--- config.mk ---
export PLATFORM = sky130hd
export DESIGN_NAME = hptc_out_flat
export DESIGN_NICKNAME = d
export VERILOG_FILES = /design/src/hptc_pkg.sv /design/src/hptc_out_if.sv /design/src/hptc_out.sv /design/src/flat_wrapper.sv
export SDC_FILE = /design/constraint.sdc
export NUM_CORES = 1
export LEC_CHECK = 0
export ABC_AREA = 1
export BUFFER_PORTS_ARGS = -buffer_cell sky130_fd_sc_hd__clkbuf_2
export CAP_MARGIN = 20
export CORE_MARGIN = 2
export CORE_UTILIZATION = 48
export DETAILED_ROUTE_END_ITERATION = 7
export PLACE_DENSITY = 0.74
export SETUP_SLACK_MARGIN = 0.4
export SKIP_CTS_REPAIR_TIMING = 1
export SLEW_MARGIN = 20
export SYNTH_ARGS = -nofsm -noshare
export SYNTH_HDL_FRONTEND = slang
export SYNTH_SLANG_ARGS = --single-unit
--- constraint.sdc ---
create_clock -name clk -period 10.8 [get_ports clk]
set_input_delay 0.54 -clock clk [delete_from_list [all_inputs] [get_ports clk]]
set_output_delay 0.54 -clock clk [all_outputs]
set_load 0.03 [all_outputs]
--- src/hptc_pkg.sv ---
// shared types, constants and helpers of the heading pd turn controller
package hptc_pkg;

  localparam int AngW     = 24;
  localparam int PosW     = 25;
  localparam int TolW     = 16;
  localparam int SpdW     = 15;
  localparam int GainW    = 24;
  localparam int CmdW     = 16;
  localparam int OpW      = 2;
  localparam int CfgIdxW  = 3;
  localparam int CfgDataW = 24;
  localparam int PropW    = PosW + GainW + 1;
  localparam int DerivW   = PosW + 1 + GainW + 1;

  localparam logic [OpW-1:0] OP_START_REL = 2'd0;
  localparam logic [OpW-1:0] OP_START_ABS = 2'd1;
  localparam logic [OpW-1:0] OP_SAMPLE    = 2'd2;

  typedef enum logic [CfgIdxW-1:0] {
    CFG_TARGET = 3'd0,
    CFG_PROP   = 3'd1,
    CFG_DERIV  = 3'd2,
    CFG_TOL    = 3'd3,
    CFG_MAX    = 3'd4,
    CFG_MIN    = 3'd5
  } cfg_idx_t;

  localparam int HALF_TURN = 18000;
  localparam int FULL_TURN = 36000;

  localparam logic signed [PosW-1:0] SENTINEL_ERR  = 25'sd999990;
  localparam logic [TolW-1:0]        ABS_TOL       = 16'd200;
  localparam logic [TolW-1:0]        RESET_TOL     = 16'd200;
  localparam logic [SpdW-1:0]        RESET_MAX_SPD = 15'h7fff;

  typedef struct packed {
    logic [AngW-1:0]  target_angle;
    logic [GainW-1:0] prop_gain;
    logic [GainW-1:0] deriv_gain;
    logic [TolW-1:0]  tolerance;
    logic [SpdW-1:0]  spd_ceil;
    logic [SpdW-1:0]  spd_floor;
  } cfg_t;

  typedef struct packed {
    logic              done;
    logic [PropW-1:0]  prop_term;
    logic [DerivW-1:0] deriv_term;
  } prd_t;

  function automatic logic signed [PosW-1:0] sat25(input logic signed [PosW+1:0] v);
    logic signed [PosW+1:0] hi;
    logic signed [PosW+1:0] lo;
    hi = {3'b000, {(PosW-1){1'b1}}};
    lo = {3'b111, {(PosW-1){1'b0}}};
    if (v > hi) begin
      sat25 = hi[PosW-1:0];
    end else if (v < lo) begin
      sat25 = lo[PosW-1:0];
    end else begin
      sat25 = v[PosW-1:0];
    end
  endfunction

endpackage

--- src/hptc_out_if.sv ---
// result channel: turn command and done flag
interface hptc_out_if import hptc_pkg::*; ();
  logic                   valid;
  logic                   ready;
  logic signed [CmdW-1:0] turn_command;
  logic                   done_res;

  modport source (output valid, output turn_command, output done_res, input ready);
  modport sink   (input valid, input turn_command, input done_res, output ready);
endinterface

--- src/hptc_out.sv ---
// speed sum, scaling, clamp and output register
module hptc_out import hptc_pkg::*; (
  input  logic clk,
  input  logic rst_n,
  input  logic prd_valid,
  input  prd_t prd,
  output logic prd_ready,
  input  cfg_t cfg,
  hptc_out_if.source out_if
);

  localparam int SumW = DerivW + 1;
  localparam int SpfW = SumW - 16;

  logic                   out_valid_r;
  logic signed [CmdW-1:0] cmd_r, cmd_nxt;
  logic                   done_r;
  logic                   load;

  logic signed [SumW-1:0] sum;
  logic signed [SpfW-1:0] spd, maxs, mins;
  logic signed [SpfW-1:0] spd_c;

  assign load      = !out_valid_r || out_if.ready;
  assign prd_ready = load;

  always_comb begin
    sum  = {{(SumW-PropW){prd.prop_term[PropW-1]}}, prd.prop_term} +
           {prd.deriv_term[DerivW-1], prd.deriv_term};
    spd  = sum[SumW-1:16];
    maxs = {{(SpfW-SpdW){1'b0}}, cfg.spd_ceil};
    mins = {{(SpfW-SpdW){1'b0}}, cfg.spd_floor};

    spd_c = spd;
    if (spd_c > maxs) begin
      spd_c = maxs;
    end
    if (spd_c < -maxs) begin
      spd_c = -maxs;
    end
    if ((spd_c > 0) && (spd_c < mins)) begin
      spd_c = mins;
    end
    if ((spd_c < 0) && (spd_c > -mins)) begin
      spd_c = -mins;
    end

    cmd_nxt = prd.done ? '0 : CmdW'(-spd_c);
  end

  always_ff @(posedge clk) begin
    if (!rst_n) begin
      out_valid_r <= 1'b0;
    end else if (load) begin
      out_valid_r <= prd_valid;
    end
  end

  always_ff @(posedge clk) begin
    if (load && prd_valid) begin
      cmd_r  <= cmd_nxt;
      done_r <= prd.done;
    end
  end

  assign out_if.valid        = out_valid_r;
  assign out_if.turn_command = cmd_r;
  assign out_if.done_res     = done_r;

endmodule

--- src/flat_wrapper.sv ---
// flat-port wrapper written by rule: the top's interface ports become plain ports
module hptc_out_flat import hptc_pkg::*;
  (clk, rst_n, prd_valid, prd, prd_ready, cfg, out_if_valid, out_if_turn_command, out_if_done_res, out_if_ready);
  hptc_out_if out_if_i ();
  input  logic clk;
  input  logic rst_n;
  input  logic prd_valid;
  input  prd_t prd;
  output logic prd_ready;
  input  cfg_t cfg;
  output wire logic [$bits(out_if_i.valid)-1:0] out_if_valid;
  output wire logic [$bits(out_if_i.turn_command)-1:0] out_if_turn_command;
  output wire logic [$bits(out_if_i.done_res)-1:0] out_if_done_res;
  input wire logic [$bits(out_if_i.ready)-1:0] out_if_ready;
  assign out_if_valid = out_if_i.valid;
  assign out_if_turn_command = out_if_i.turn_command;
  assign out_if_done_res = out_if_i.done_res;
  assign out_if_i.ready = out_if_ready;
  hptc_out u_core (.clk(clk), .rst_n(rst_n), .prd_valid(prd_valid), .prd(prd), .prd_ready(prd_ready), .cfg(cfg), .out_if(out_if_i));
endmodule
== After elaboration in Yosys (flattened, before gate mapping) ==
Cells that the tools add are included.
Operators by class
  $lt $le $gt $ge: 6
  multiplexer cells: 4
  reduce and logical (&&, ||, !) cells: 5
  $add $sub $neg: 4
Operators with widths (count)
  $mux 36: 3
  $neg 15->36: 2
  $add 50x51->52: 1
  $gt 36x1->1 const B: 1
  $gt 36x16->1: 1
  $gt 36x36->1: 1
  $lt 36x1->1 const B: 1
  $lt 36x16->1: 1
  $lt 36x36->1: 1
  $mux 16: 1
  $neg 16->16: 1
  $logic_and 1x1->1: 3
  $logic_not 1->1: 1
  $logic_or 1x1->1: 1
Word-level totals
  bits of input ports: 224
  bits in registers: 18
  word-level logic and storage cells: 22
  output and inout port bits: 19

== Longest topological paths before layout ==
  word-level depth: 12
  depth in mapped cells: 81
  depth with buffers taken out: 77

== Worst setup path before layout ==
Ideal clock, no wire load.
  path type: input to register
  from: in prd[22] (netlist bit)
  to: reg u_core.cmd_r[10], in the netlist u_core.out_if.turn_command[10] (data pin)
  stages: 73
  buffers on the path: 4
  setup slack: 1.396 ns
  data arrival time: 9.151 ns
  library setup time: 0.253 ns
  required time: 10.547 ns
  cells stage by stage: ha_1 -> nand2_2 -> inv_1 -> a21oi_1 -> nor2_1 -> nor2_1 -> nand2_1 -> a31oi_1 -> xnor2_1 -> ha_1 -> a21oi_1 -> o21ai_0 -> nor2_1 -> nand2_1 -> nand2_1 -> nand3b_1 -> nand2_1 -> nand2_1 -> [37 not listed] -> a211oi_1 -> o221ai_1 -> nand2_1 -> nand2_1 -> nor2_1 -> nand2_1 -> inv_1 -> clkbuf_1 -> nand2_1 -> nand2_2 -> ha_1 -> nand3_2 -> inv_2 -> nand3_1 -> nor2_1 -> nand2_1 -> nand2_1 -> nor2_1
Between the ends
  longest elaborated chain between the ends: 12
  elaborated cells on any way between the ends: 14
  those cells by class: add/sub: 2; order compare: 6; mux: 4; reduce/logical: 2
RTL lines
  start, declared: RTL line flat_wrapper.sv:8  | input prd_t prd;
  $add 50x51->52 (*): RTL line hptc_out.sv:28  | sum = {{(SumW-PropW){prd.prop_term[PropW-1]}}, prd.prop_term} +
  $gt 36x16->1: RTL line hptc_out.sv:35  | if (spd_c > maxs) begin
  $mux 36 (*): RTL line hptc_out.sv:35
  $lt 36x36->1: RTL line hptc_out.sv:38  | if (spd_c < -maxs) begin
  $mux 36 (*): RTL line hptc_out.sv:38
  $gt 36x1->1 or $lt 36x16->1 (tied branches): RTL line hptc_out.sv:41  | if ((spd_c > 0) && (spd_c < mins)) begin
  $logic_and 1x1->1: RTL line hptc_out.sv:41
  $mux 36 (*): RTL line hptc_out.sv:41
  $lt 36x1->1 or $gt 36x36->1 (tied branches): RTL line hptc_out.sv:44  | if ((spd_c < 0) && (spd_c > -mins)) begin
  $logic_and 1x1->1: RTL line hptc_out.sv:44
  $mux 16 (*): RTL line hptc_out.sv:44
  $neg 16->16 (*): RTL line hptc_out.sv:48  | cmd_nxt = prd.done ? '0 : CmdW'(-spd_c);
  end signal, assigned: RTL line hptc_out.sv:61  | cmd_r <= cmd_nxt;
  end, declared: RTL line hptc_out.sv:16  | logic signed [CmdW-1:0] cmd_r, cmd_nxt;
Every way passes the cells marked *; elsewhere a longest branch is shown, timed or not.
A chain may end at the register's enable or synchronous reset.

== Worst setup path in the final report ==
  from: in prd[68] (netlist bit)
  to: reg u_core.cmd_r[9], in the netlist u_core.out_if.turn_command[9] (data pin)
The elaborated chain is that of the path after synthesis.

==> results.json <==
{
  "outcome": "finished clean",
  "overflow": 0,
  "layout_commonest_cell": "nand2_1",
  "insertion_delay_ps": 240,
  "tightest_slew_ps": 491,
  "hold_viol": 0,
  "dp_hpwl_mm": 28.1,
  "synth.largest_area_cell": "nand2_1",
  "critPathLaunch": "prd[68]",
  "routedWlPerCell_um": 14.5,
  "gp_congestion": 1.01,
  "slowest_stage": "xor2_2",
  "grt_max_degree": 33,
  "max_stage_delay_ps": 300,
  "rr_startpoint": "u_core.out_if.valid$_SDFFE_PN0N_",
  "die_width_um": 147,
  "synth_top_area_share": 0.249,
  "nNetsFinal": 2476,
  "finalPower_mw": 1.12,
  "ys_top_cells_by_area": "nand2_1 (25%), ha_1 (20%), inv_1 (12%)",
  "totalWireLength_mm": 34.3,
  "post-route-min-period_ps": 10150,
  "startpoint_type": "input port",
  "peakVddDrop_mv": 0.0686,
  "synth_cells": 1842,
  "avgSynthCellArea_um2": 5.34,
  "cts_num_sinks": 18,
  "rows": 52,
  "dpl_cell_area_um2": 11500,
  "cpMostUsedCell": "nand2_1",
  "use_met2": 0.498,
  "grt_pass1_vias": 11433,
  "leakagePower_nw": 7.38,
  "grtUsageMet1": 0.359,
  "die_y_um": 147,
  "post-route-period-util": 0.940,
  "hold_class": "reg -> reg",
  "max_freq_mhz": 98.5,
  "ant_nets": 0,
  "cp.arrival_ps": 10160,
  "first_pass_iters": 5,
  "dr.first_iter.drc_count": 972,
  "grt_busiest_layer": "met2",
  "cts_buffer_depth": 2,
  "rsz0062_at_grt": "false",
  "grt_util_met3": 0.0419,
  "dp_slack_ps": -120,
  "hold_path.startpoint": "u_core.out_if.valid$_SDFFE_PN0N_",
  "yosys_most_used_dff": "edfxtp_1",
  "clockRootBuffer": "clkbuf_16",
  "coreArea_um2": 20200,
  "cap_violations": 0,
  "areaGrowthSynthToFinish_pct": 31.6,
  "fillCellCount": 1878,
  "path_max_fanout": 12,
  "yosysWarnings": 0,
  "start_util": 0.488,
  "ioPinCount": 243,
  "cts_buffers": 3,
  "grt_pass1_wl_mm": 51.7,
  "synth_edf_count": 17,
  "slew-limit-headroom": 0.670,
  "ys_types": 50,
  "fin_area_um2": 12900,
  "tritoncts": "yes",
  "antenna_found_initial": 0,
  "slew_violations": 0,
  "clk_pin_slew_ps": 50,
  "holdWs_ps": 525,
  "n_antenna_cell": 0,
  "drive_above_1_share": 0.252,
  "finalClockSkew_ps": 0.739,
  "floorplan.die_area_um2": 21600,
  "htree_levels": 1,
  "setup_viol_count_final": 0,
  "drc": 0,
  "cp.required_ps": 10810,
  "p_per_area_nw_per_um2": 86.8,
  "viasPerCell": 5.32,
  "cp-end-kind": "flop",
  "ys_ff_latch": 18,
  "synth_fp_nets": 2220,
  "grtUsageTotal": 0.289,
  "async_flop_share": 0,
  "fin_ws_ps": 647,
  "vias": 12596,
  "path_class": "in -> reg",
  "yosysSeqAreaShare": 0.0539,
  "layout_common_cells": "nand2_1 (602), inv_1 (311), clkbuf_2 (154)",
  "syn-cell-area_um2": 9830,
  "portBuffers": 154
}
[cell type report]
cell class | instances | area, um^2 | area share
Timing Repair Buffer | 273 | 1790 | 0.138
Sequential cell | 18 | 531 | 0.0410
Clock buffer | 3 | 75.1 | 0.00580
Multi-Input combinational cell | 1464 | 8930 | 0.690
Clock inverter | 1 | 3.75 | 0.000290
Inverter | 338 | 1270 | 0.0985
Tap cell | 270 | 338 | 0.0261
[critical path: cells and delay by family]
kind	cells	cell delay [ps]
XOR/XNOR	1	300
buffers and inverters	13	1480
adder cells (fa/ha/maj)	5	1340
AND/OR/NAND/NOR	42	3960
AO/OA/AOI/OAI	14	2490
[layer usage]
| metal | up-vias | wire length [um] |
|---|---|---|
| met4 | 0 | 1640 |
| met5 | - | 0 |
| met2 | 513 | 16000 |
| li1 | 6345 | - |
| met1 | 5621 | 14200 |
| met3 | 117 | 2470 |
[worst paths after layout]
kind	slack [ps]	to	depth (start not counted)
worst max register to register	9770	u_core.out_if.turn_command[3]$_SDFFCE_PP0P_	2
worst min register to register	520	u_core.out_if.valid$_SDFFE_PN0N_	2
worst min-delay path	520	u_core.out_if.valid$_SDFFE_PN0N_	2
worst max-delay path	650	u_core.out_if.turn_command[9]$_SDFFCE_PP0P_	75
[power breakdown]
group / switching, mW / internal, mW
Combinational: 0.577 / 0.383
Clock: 0.0234 / 0.0491
Sequential: 0.00200 / 0.0887
Total: 0.603 / 0.521
[kinds of logic (layout without fill, tap and decap cells)]
group	count (synthesis)	count (layout)	share of synthesized area
buf+inv	361	615	0.143
xor+xnor	31	31	0.0276
fa+ha+maj	154	154	0.196
flops	18	18	0.0539
compound gates	187	187	0.106
simple gates	1091	1092	0.474
[cell usage after synthesis (9+ instances only)]
library cell and n:
nor2_1 174, inv_1 316, a21oi_1 95, nand2_2 24
nand2_1 653, o21ai_1 11, nand3_1 137, inv_2 17
edfxtp_1 17, nor3_1 25, nand3_2 9, xor2_1 23
ha_1 154, o21bai_1 9, nand4_1 18, nor2_2 16
o21ai_0 43
[sequential cells by signal, indices dropped and copies added (netlist names)]
| register | cells |
|---|---|
| u_core.out_if.done_res | 1 |
| u_core.out_if.valid | 1 |
| u_core.out_if.turn_command | 16 |
[metrics by stage]
stage | TNS, ps | utilization | instances
floorplan | 0 | - | 1842
global placement | 0 | 0.571 | 2331
detailed placement | -645 | 0.571 | 2331
CTS | 0 | 0.575 | 2335
global route | 0 | 0.642 | 2367
finish | 0 | 0.642 | 2367
(Power assumes the default switching activity.)
