<file path="src/hptc_pkg.sv">
// shared types, constants and helpers of the heading pd turn controller
package hptc_pkg;

  localparam int AngW     = 24;
  localparam int PosW     = 25;
  localparam int TolW     = 16;
  localparam int SpdW     = 15;
  localparam int GainW    = 24;
  localparam int CmdW     = 16;
  localparam int OpW      = 2;
  localparam int CfgIdxW  = 3;
  localparam int CfgDataW = 24;
  localparam int PropW    = PosW + GainW + 1;
  localparam int DerivW   = PosW + 1 + GainW + 1;

  localparam logic [OpW-1:0] OP_START_REL = 2'd0;
  localparam logic [OpW-1:0] OP_START_ABS = 2'd1;
  localparam logic [OpW-1:0] OP_SAMPLE    = 2'd2;

  typedef enum logic [CfgIdxW-1:0] {
    CFG_TARGET = 3'd0,
    CFG_PROP   = 3'd1,
    CFG_DERIV  = 3'd2,
    CFG_TOL    = 3'd3,
    CFG_MAX    = 3'd4,
    CFG_MIN    = 3'd5
  } cfg_idx_t;

  localparam int HALF_TURN = 18000;
  localparam int FULL_TURN = 36000;

  localparam logic signed [PosW-1:0] SENTINEL_ERR  = 25'sd999990;
  localparam logic [TolW-1:0]        ABS_TOL       = 16'd200;
  localparam logic [TolW-1:0]        RESET_TOL     = 16'd200;
  localparam logic [SpdW-1:0]        RESET_MAX_SPD = 15'h7fff;

  typedef struct packed {
    logic [AngW-1:0]  target_angle;
    logic [GainW-1:0] prop_gain;
    logic [GainW-1:0] deriv_gain;
    logic [TolW-1:0]  tolerance;
    logic [SpdW-1:0]  spd_ceil;
    logic [SpdW-1:0]  spd_floor;
  } cfg_t;

  typedef struct packed {
    logic              done;
    logic [PropW-1:0]  prop_term;
    logic [DerivW-1:0] deriv_term;
  } prd_t;

  function automatic logic signed [PosW-1:0] sat25(input logic signed [PosW+1:0] v);
    logic signed [PosW+1:0] hi;
    logic signed [PosW+1:0] lo;
    hi = {3'b000, {(PosW-1){1'b1}}};
    lo = {3'b111, {(PosW-1){1'b0}}};
    if (v > hi) begin
      sat25 = hi[PosW-1:0];
    end else if (v < lo) begin
      sat25 = lo[PosW-1:0];
    end else begin
      sat25 = v[PosW-1:0];
    end
  endfunction

endpackage

</file>
<file path="src/hptc_cfg.sv">
// configuration register file
module hptc_cfg import hptc_pkg::*; (
  input  logic                clk,
  input  logic                rst_n,
  input  logic                cfg_we,
  input  logic [CfgIdxW-1:0]  cfg_index,
  input  logic [CfgDataW-1:0] cfg_wdata,
  output cfg_t                cfg
);

  cfg_t cfg_r;

  always_ff @(posedge clk) begin
    if (!rst_n) begin
      cfg_r.target_angle <= '0;
      cfg_r.prop_gain    <= '0;
      cfg_r.deriv_gain   <= '0;
      cfg_r.tolerance    <= RESET_TOL;
      cfg_r.spd_ceil     <= RESET_MAX_SPD;
      cfg_r.spd_floor    <= '0;
    end else if (cfg_we) begin
      unique case (cfg_index)
        CFG_TARGET: cfg_r.target_angle <= cfg_wdata[AngW-1:0];
        CFG_PROP:   cfg_r.prop_gain    <= cfg_wdata[GainW-1:0];
        CFG_DERIV:  cfg_r.deriv_gain   <= cfg_wdata[GainW-1:0];
        CFG_TOL:    cfg_r.tolerance    <= cfg_wdata[TolW-1:0];
        CFG_MAX:    cfg_r.spd_ceil     <= cfg_wdata[SpdW-1:0];
        CFG_MIN:    cfg_r.spd_floor    <= cfg_wdata[SpdW-1:0];
        default: begin
        end
      endcase
    end
  end

  assign cfg = cfg_r;

endmodule

</file>
<file path="config.mk">
export PLATFORM = sky130hd
export DESIGN_NAME = hptc_cfg
export DESIGN_NICKNAME = d
export VERILOG_FILES = /design/src/hptc_pkg.sv /design/src/hptc_cfg.sv
export SDC_FILE = /design/constraint.sdc
export NUM_CORES = 1
export LEC_CHECK = 0
export ABC_AREA = 1
export BUFFER_PORTS_ARGS = -buffer_cell sky130_fd_sc_hd__buf_2
export CAP_MARGIN = 20
export CORE_ASPECT_RATIO = 0.9
export CORE_MARGIN = 2
export CORE_UTILIZATION = 25
export CTS_CLUSTER_DIAMETER = 60
export DETAILED_ROUTE_END_ITERATION = 10
export PLACE_DENSITY = 0.46
export SLEW_MARGIN = 20
export SYNTH_ARGS = -nofsm -noshare
export SYNTH_HDL_FRONTEND = slang
export SYNTH_SLANG_ARGS = --single-unit
</file>
<file path="constraint.sdc">
create_clock -name clk -period 1.5 [get_ports clk]
set_clock_uncertainty 0.2 [all_clocks]
set_input_delay 0.3 -clock clk [delete_from_list [all_inputs] [get_ports clk]]
set_output_delay 0.3 -clock clk [all_outputs]
set_load 0.01 [all_outputs]
</file>
* After elaboration in Yosys (flattened, before gate mapping)
Index checks and enable logic that the tools add are counted.
W data, S select, Z words.
** Word-level totals
- Bits in registers :: 118
- Bits in latches :: 0
- RAM bits :: 0
- ROM bits :: 0
- Input port bits :: 30
- Output and inout bits :: 118
- Logic and storage cells :: 18
- Memories :: 0
** Operators by class
- Add/sub/neg operators :: 0
- Multipliers :: 0
- Divide/modulo/power cells :: 0
- Magnitude comparators :: 0
- Equality and inequality tests :: 5
- Shifts and indexed selects :: 0
- Mux-type cells :: 0
- Bitwise logic cells :: 0
- Reductions and logical operators :: 7
** Operator list (count)
- $reduce_and A2 Y1 :: 6
- $eq A3 B2 Y1 const B :: 2
- $eq A3 B3 Y1 const B :: 2
- $eq A3 B1 Y1 const B :: 1
- $logic_not A3 Y1 :: 1

* Depth between registers and ports, before layout
Gate-level depths: netlist (run 1).
- Depth in word-level cells :: 2
- Gate-level depth with buffers :: 7

* Worst setup path after synthesis (run 1)
OpenSTA, ideal clock, no wires.
- Path kind :: input to register
- Start point :: input cfg_we
- End point :: register cfg_r, in the netlist cfg[84]
- Arrival :: 1.068 ns
- Data required time :: 1.187 ns
- Path slack :: 0.119 ns
- Cell stages on the path :: 7
- Cell sequence :: inv_1 -> nor2_1 -> buf_2 -> buf_2 -> nand3_1 -> nand2_1 -> nor2_1
** Between the ends
- Cells in the longest elaborated chain, start to end :: 1
** Ends and longest elaborated chain
- from (decl) :: line hptc_cfg.sv:5 : input logic cfg_we,
- $reduce_and A2 Y1 (no source line)
- to (decl) :: line hptc_cfg.sv:11 : cfg_t cfg_r;
Every way passes these cells.
A chain may end at the register's enable or synchronous reset.

* Worst setup path in the final report (run 1)
- Start point :: register cfg_r, in the netlist cfg[97]
- End point :: output cfg[97] (netlist bit)
** RTL lines
- to (decl) :: line hptc_cfg.sv:8 : output cfg_t cfg
No word-level cell between the ends.

==> results of run 1 <==
[repair_timing]
action | 4_1_cts | 5_1_grt
hold buffers | 15 | 0
endpoints found under the hold margin | 18 | 0
buffers inserted | 0 | 0
[cells by family (layout without fill, tap and decap cells)]
logic type	count (synthesis)	in the layout	share of synthesized area, %
and+or+nand+nor	471	471	41.9
buffers and inverters	73	245	6.79
DFF	118	118	51.3
[layout make-up]
cell class              count  area, µm²
clock buffers              20        437
clock inverters            10       85.1
fillers                  2027      11800
inverters                  31        116
multi-input cells         471       1940
flip-flops and latches    118       2360
well taps                 245        307
repair buffers            184       1220
[tightest hold or removal path: cells and delay by family]
family,cells,cell delay [ps]
buffers and inverters,2,140
AND/OR/NAND/NOR,3,200
[where the power goes]
group | switching, W | leakage (nW) | internal (W)
combinational | 0.000511 | 1.94 | 0.000320
sequential | 0.0000570 | 0.960 | 0.00325
clock | 0.00143 | 0.247 | 0.00224
total | 0.00200 | 3.15 | 0.00580
[path summary, 6_finish.rpt]
check / depth (start not counted) / end
min: 5 / cfg[93]
max: 1 / cfg[97]
max reg2reg: 2 / cfg[47]
min reg2reg: 2 / cfg[36]
[routing by layer]
| metal | track usage [%] | wire length [µm] | up-vias |
|---|---|---|---|
| li1 | - | - | 2379 |
| met1 | 21.8 | 7350 | 2034 |
| met5 | 0 | 0 | - |
| met2 | 25.1 | 7160 | 116 |
| met3 | 5.21 | 1110 | 7 |
| met4 | 4.33 | 120 | 0 |
[metrics by stage]
| step | util (%) | instance area [µm²] | worst slack [ps] | std cells |
|---|---|---|---|---|
| 3_3_place_gp | 31.8 | 5790 | 72.5 | 1034 |
| 2_1_floorplan | - | 4610 | 119 | 662 |
| 3_5_place_dp | 31.8 | 5790 | 72.9 | 1034 |
| 5_1_grt | 35.5 | 6470 | 40.1 | 1079 |
| 4_1_cts | 35.5 | 6470 | 62.5 | 1079 |
| 6_report | 35.5 | 6470 | 63.7 | 1079 |
[layout by cell type (no fill, tap or decap)]
| cell type | count |
|---|---|
| nand3_1 | 118 |
| inv_1 | 28 |
| clkbuf_1 | 3 |
| buf_2 | 146 |
| nand2_2 | 1 |
| nor2_4 | 1 |
| nor2_2 | 7 |
| clkinv_2 | 5 |
| nand2_1 | 143 |
| dlygate4sd3_1 | 15 |
| bufinv_16 | 1 |
| buf_12 | 13 |
| clkinvlp_4 | 4 |
| inv_2 | 3 |
| nor2_1 | 201 |
| clkbuf_16 | 17 |
| dfxtp_1 | 118 |
| buf_4 | 10 |
==> out/metrics.yaml, run 1 <==
critPathTopFamily: "flip-flops"
antenna_cells: 0
worst_slew_pin_slew_ps: 387
dieArea_um2: 19500
max_stage_delay_ps: 370
clk_path_buf_depth: 2
drtAntennaViolNets: 0
portBuffers: 147
fin_tns_setup_ps: 0
die_height_um: 133
grt-ovfl-total: 0
wl_per_cell_um: 14.6
final-setup-viol-count: 0
crit_fanout: 2
path_class: "reg2out"
cp_slowest_cell: "dfxtp_1"
min_period_over_period_pct: 95.8
row_count: 47
htreeDepth: 4
drc: 0
final-max-slew-violation-count: 0
synth_edf_count: 0
cap_violations: 0
synth.most_common_cell: "nor2_1"
layout-drive-gt1-share_pct: 24.9
rsz0062_at_grt: "false"
fin_nets: 853
ys.flop_type: "dfxtp_1"
hold_viol: 0
clkTransAtPathRegs_ps: 60
maxSlewHeadroom_pct: 74.2
synthesis.nets: 692
cp-start-kind: "register"
seq_area_frac_synth_pct: 51.3
async_reset_ff_share_pct: 0
min_from: "cfg_wdata[23]"
p_per_area_nw_per_um2: 1210
crit_path_start: "cfg[97]"
ys_types: 12
critPathArrivalTime_ps: 940
synth_area_leaders: "dfxtp_1 (51%), nor2_1 (17%), nand3_1 (13%)"
ioPinCount: 148
synth-seq-cells: 118
grt_max_degree: 49
drt_iter0_markers: 349
vias: 4536
ys_warn_count: 0
wl_um: 15700
clock-sinks: 118
crit_chain: "buf_2"
netlist_top_cells_count: "nor2_1 (203), nand2_1 (143), dfxtp_1 (118), nand3_1 (118), inv_1 (28)"
gp_congestion: 0.761
hp-class: "in2reg"
syn_inst: 662
run_status: "finished, final reports clean"
yosysTopAreaCell: "dfxtp_1"
clkLatencyLatePin_ps: 410
post-dp-hpwl_um: 10800
period_minus_slack_ps: 1440
numCtsBuffers: 17
worst_setup_path_end_kind: "output pin"
required_ps: 1000
antenna_found_initial: 0
r2r-start: "cfg[47]"
grt_pass1_vias: 4275
yosys.area.top_type_share_pct: 51.3
netlist_area_um2: 4610
dr.pass1.iters: 5
holdWs_ps: 58.5
cts_root_buffer: "clkbuf_16"
syn_to_final_growth_pct: 40.3
syn_avg_cell_area_um2: 6.96
grt_usage_pct: 16.2
p_leak_nw: 3.15
largest_register_ffs: 118
fmax_ghz: 0.696
rrSetupSlack_ps: 700
cts_tree: "done"
initial_core_util_pct: 25.3
fp.dieW_um: 147
grt_pass1_wl_um: 24000
p_total_w: 0.00780
via_per_inst: 4.20
post_cts_resized: 0
critPathBufInv: 1
core_um2: 18200
peakVddDrop_uv: 749
No activity file was read; power rests on OpenSTA's default activity.
==> run 2: changes to the inputs <==
- RECOVER_POWER: unset -> 50
==> run 2 against run 1 <==
Against the previous run:
- die area stayed put
- cell count stayed put
- non-clock buffer count stayed put
- global-route usage stayed put
- worst setup slack worse by 1.7 ps
- largest cell class unchanged
==> out/metrics.yaml, run 2 (synthesized netlist as in run 1, its figures left out) <==
dieArea_um2: 19500
core_um2: 18200
largest_register_ffs: 118
final-setup-viol-count: 0
drt_iter0_markers: 349
wl_per_cell_um: 14.7
run_status: "finished, final reports clean"
maxSlewHeadroom_pct: 63.5
grt_max_degree: 49
clkLatencyLatePin_ps: 410
row_count: 47
min_period_over_period_pct: 95.9
post_cts_resized: 0
fin_nets: 853
critPathBufInv: 1
crit_fanout: 2
clk_path_buf_depth: 2
critPathArrivalTime_ps: 940
rsz0062_at_grt: "false"
gp_congestion: 0.761
cp-start-kind: "register"
fin_tns_setup_ps: 0
grt_pass1_vias: 4275
p_leak_nw: 3.04
hp-class: "in2reg"
fmax_ghz: 0.695
layout-drive-gt1-share_pct: 20.5
drc: 0
place_inst: 1034
worst_setup_path_end_kind: "output pin"
required_ps: 1000
cp_slowest_cell: "dfxtp_1"
numCtsBuffers: 17
cts_tree: "done"
clkTransAtPathRegs_ps: 50
fp.dieW_um: 147
cap_violations: 0
grt_pass1_wl_um: 24000
max_stage_delay_ps: 380
antenna_found_initial: 0
ioPinCount: 148
syn_to_final_growth_pct: 38.4
via_per_inst: 4.24
layout_common_cells: "nor2_1 (204), nand2_1 (143), nand3_1 (118), dfxtp_1 (118), buf_2 (115)"
worst_slew_pin_slew_ps: 547
final_common_cell: "nor2_1"
wl_um: 15800
vias: 4576
die_height_um: 133
peakVddDrop_uv: 759
drtAntennaViolNets: 0
clock-sinks: 118
crit_chain: "buf_2"
final_util_pct: 35.0
fin_cells: 1079
placed_area_um2: 5790
fillCellCount: 2040
hold_viol: 0
grt_usage_pct: 16.2
htreeDepth: 4
cts_root_buffer: "clkbuf_16"
postCtsSetupBuffers: 0
p_per_area_nw_per_um2: 1220
period_minus_slack_ps: 1440
stdcell_area_um2: 6380
dr.pass1.iters: 5
post-dp-hpwl_um: 10800
grt-ovfl-total: 0
initial_core_util_pct: 25.3
path_class: "reg2out"
portBuffers: 147
final-max-slew-violation-count: 0
holdWs_ps: 63.4
antenna_cells: 0
critPathTopFamily: "flip-flops"
run 2: cell types whose count changed in the layout (fill, tap and decap cells not counted):
cell            before  now
buf_2              146  115
clkbuf_1             3   34
buf_12              13   10
clkbuf_2             0    3
nor2_1             201  204
nor2_2               7    4
buf_4               10    8
buf_1                0    1
dlymetal6s2s_1       0    1
inv_1               28   29
inv_2                3    2
run 2: metal layers:
layer,vias up,GRT usage (%),wire length (µm)
li1,2380,-,-
met1,2066,21.8,7560
met2,118,25.1,7140
met3,12,5.21,966
met4,0,4.33,151
met5,-,0,0
run 2: power by group:
| group | switching (W) | internal [W] | leakage, nW | total, W |
|---|---|---|---|---|
| Sequential | 0.0000576 | 0.00325 | 0.960 | 0.00331 |
| Combinational | 0.000509 | 0.000298 | 1.84 | 0.000807 |
| Clock | 0.00144 | 0.00223 | 0.247 | 0.00368 |
| Total | 0.00201 | 0.00578 | 3.04 | 0.00779 |
run 2: final cells by class:
cell class / count / area (µm²) / share of cell area (%)
clock inverter: 10 / 85.1 / 1.33
timing repair buffer: 184 / 1130 / 17.8
tap: 245 / 307 / 4.81
multi-input combinational: 471 / 1940 / 30.4
clock buffer: 20 / 437 / 6.85
inverter: 31 / 116 / 1.82
sequential: 118 / 2360 / 37.0
run 2: what timing repair did:
item	4_1_cts	5_1_grt
hold endpoints to repair	18	0
endpoints found under the setup margin	0	0
hold buffers	15	0
run 2: worst paths after layout:
path	cells past startpoint	endpoint	startpoint	slack (ps)
max	1	cfg[97]	cfg[97]	60
min	5	cfg[93]	cfg_wdata[23]	60
max reg2reg	2	cfg[75]	cfg[75]	700
min reg2reg	2	cfg[33]	cfg[33]	260
run 2: metrics by stage:
stage	worst slack (ps)	total power [W]
6_report	62.0	0.00779
5_1_grt	34.8	0.00812
4_1_cts	62.5	0.00792
3_5_place_dp	72.9	0.00419
3_3_place_gp	72.5	0.00419
2_1_floorplan	119	0.00381
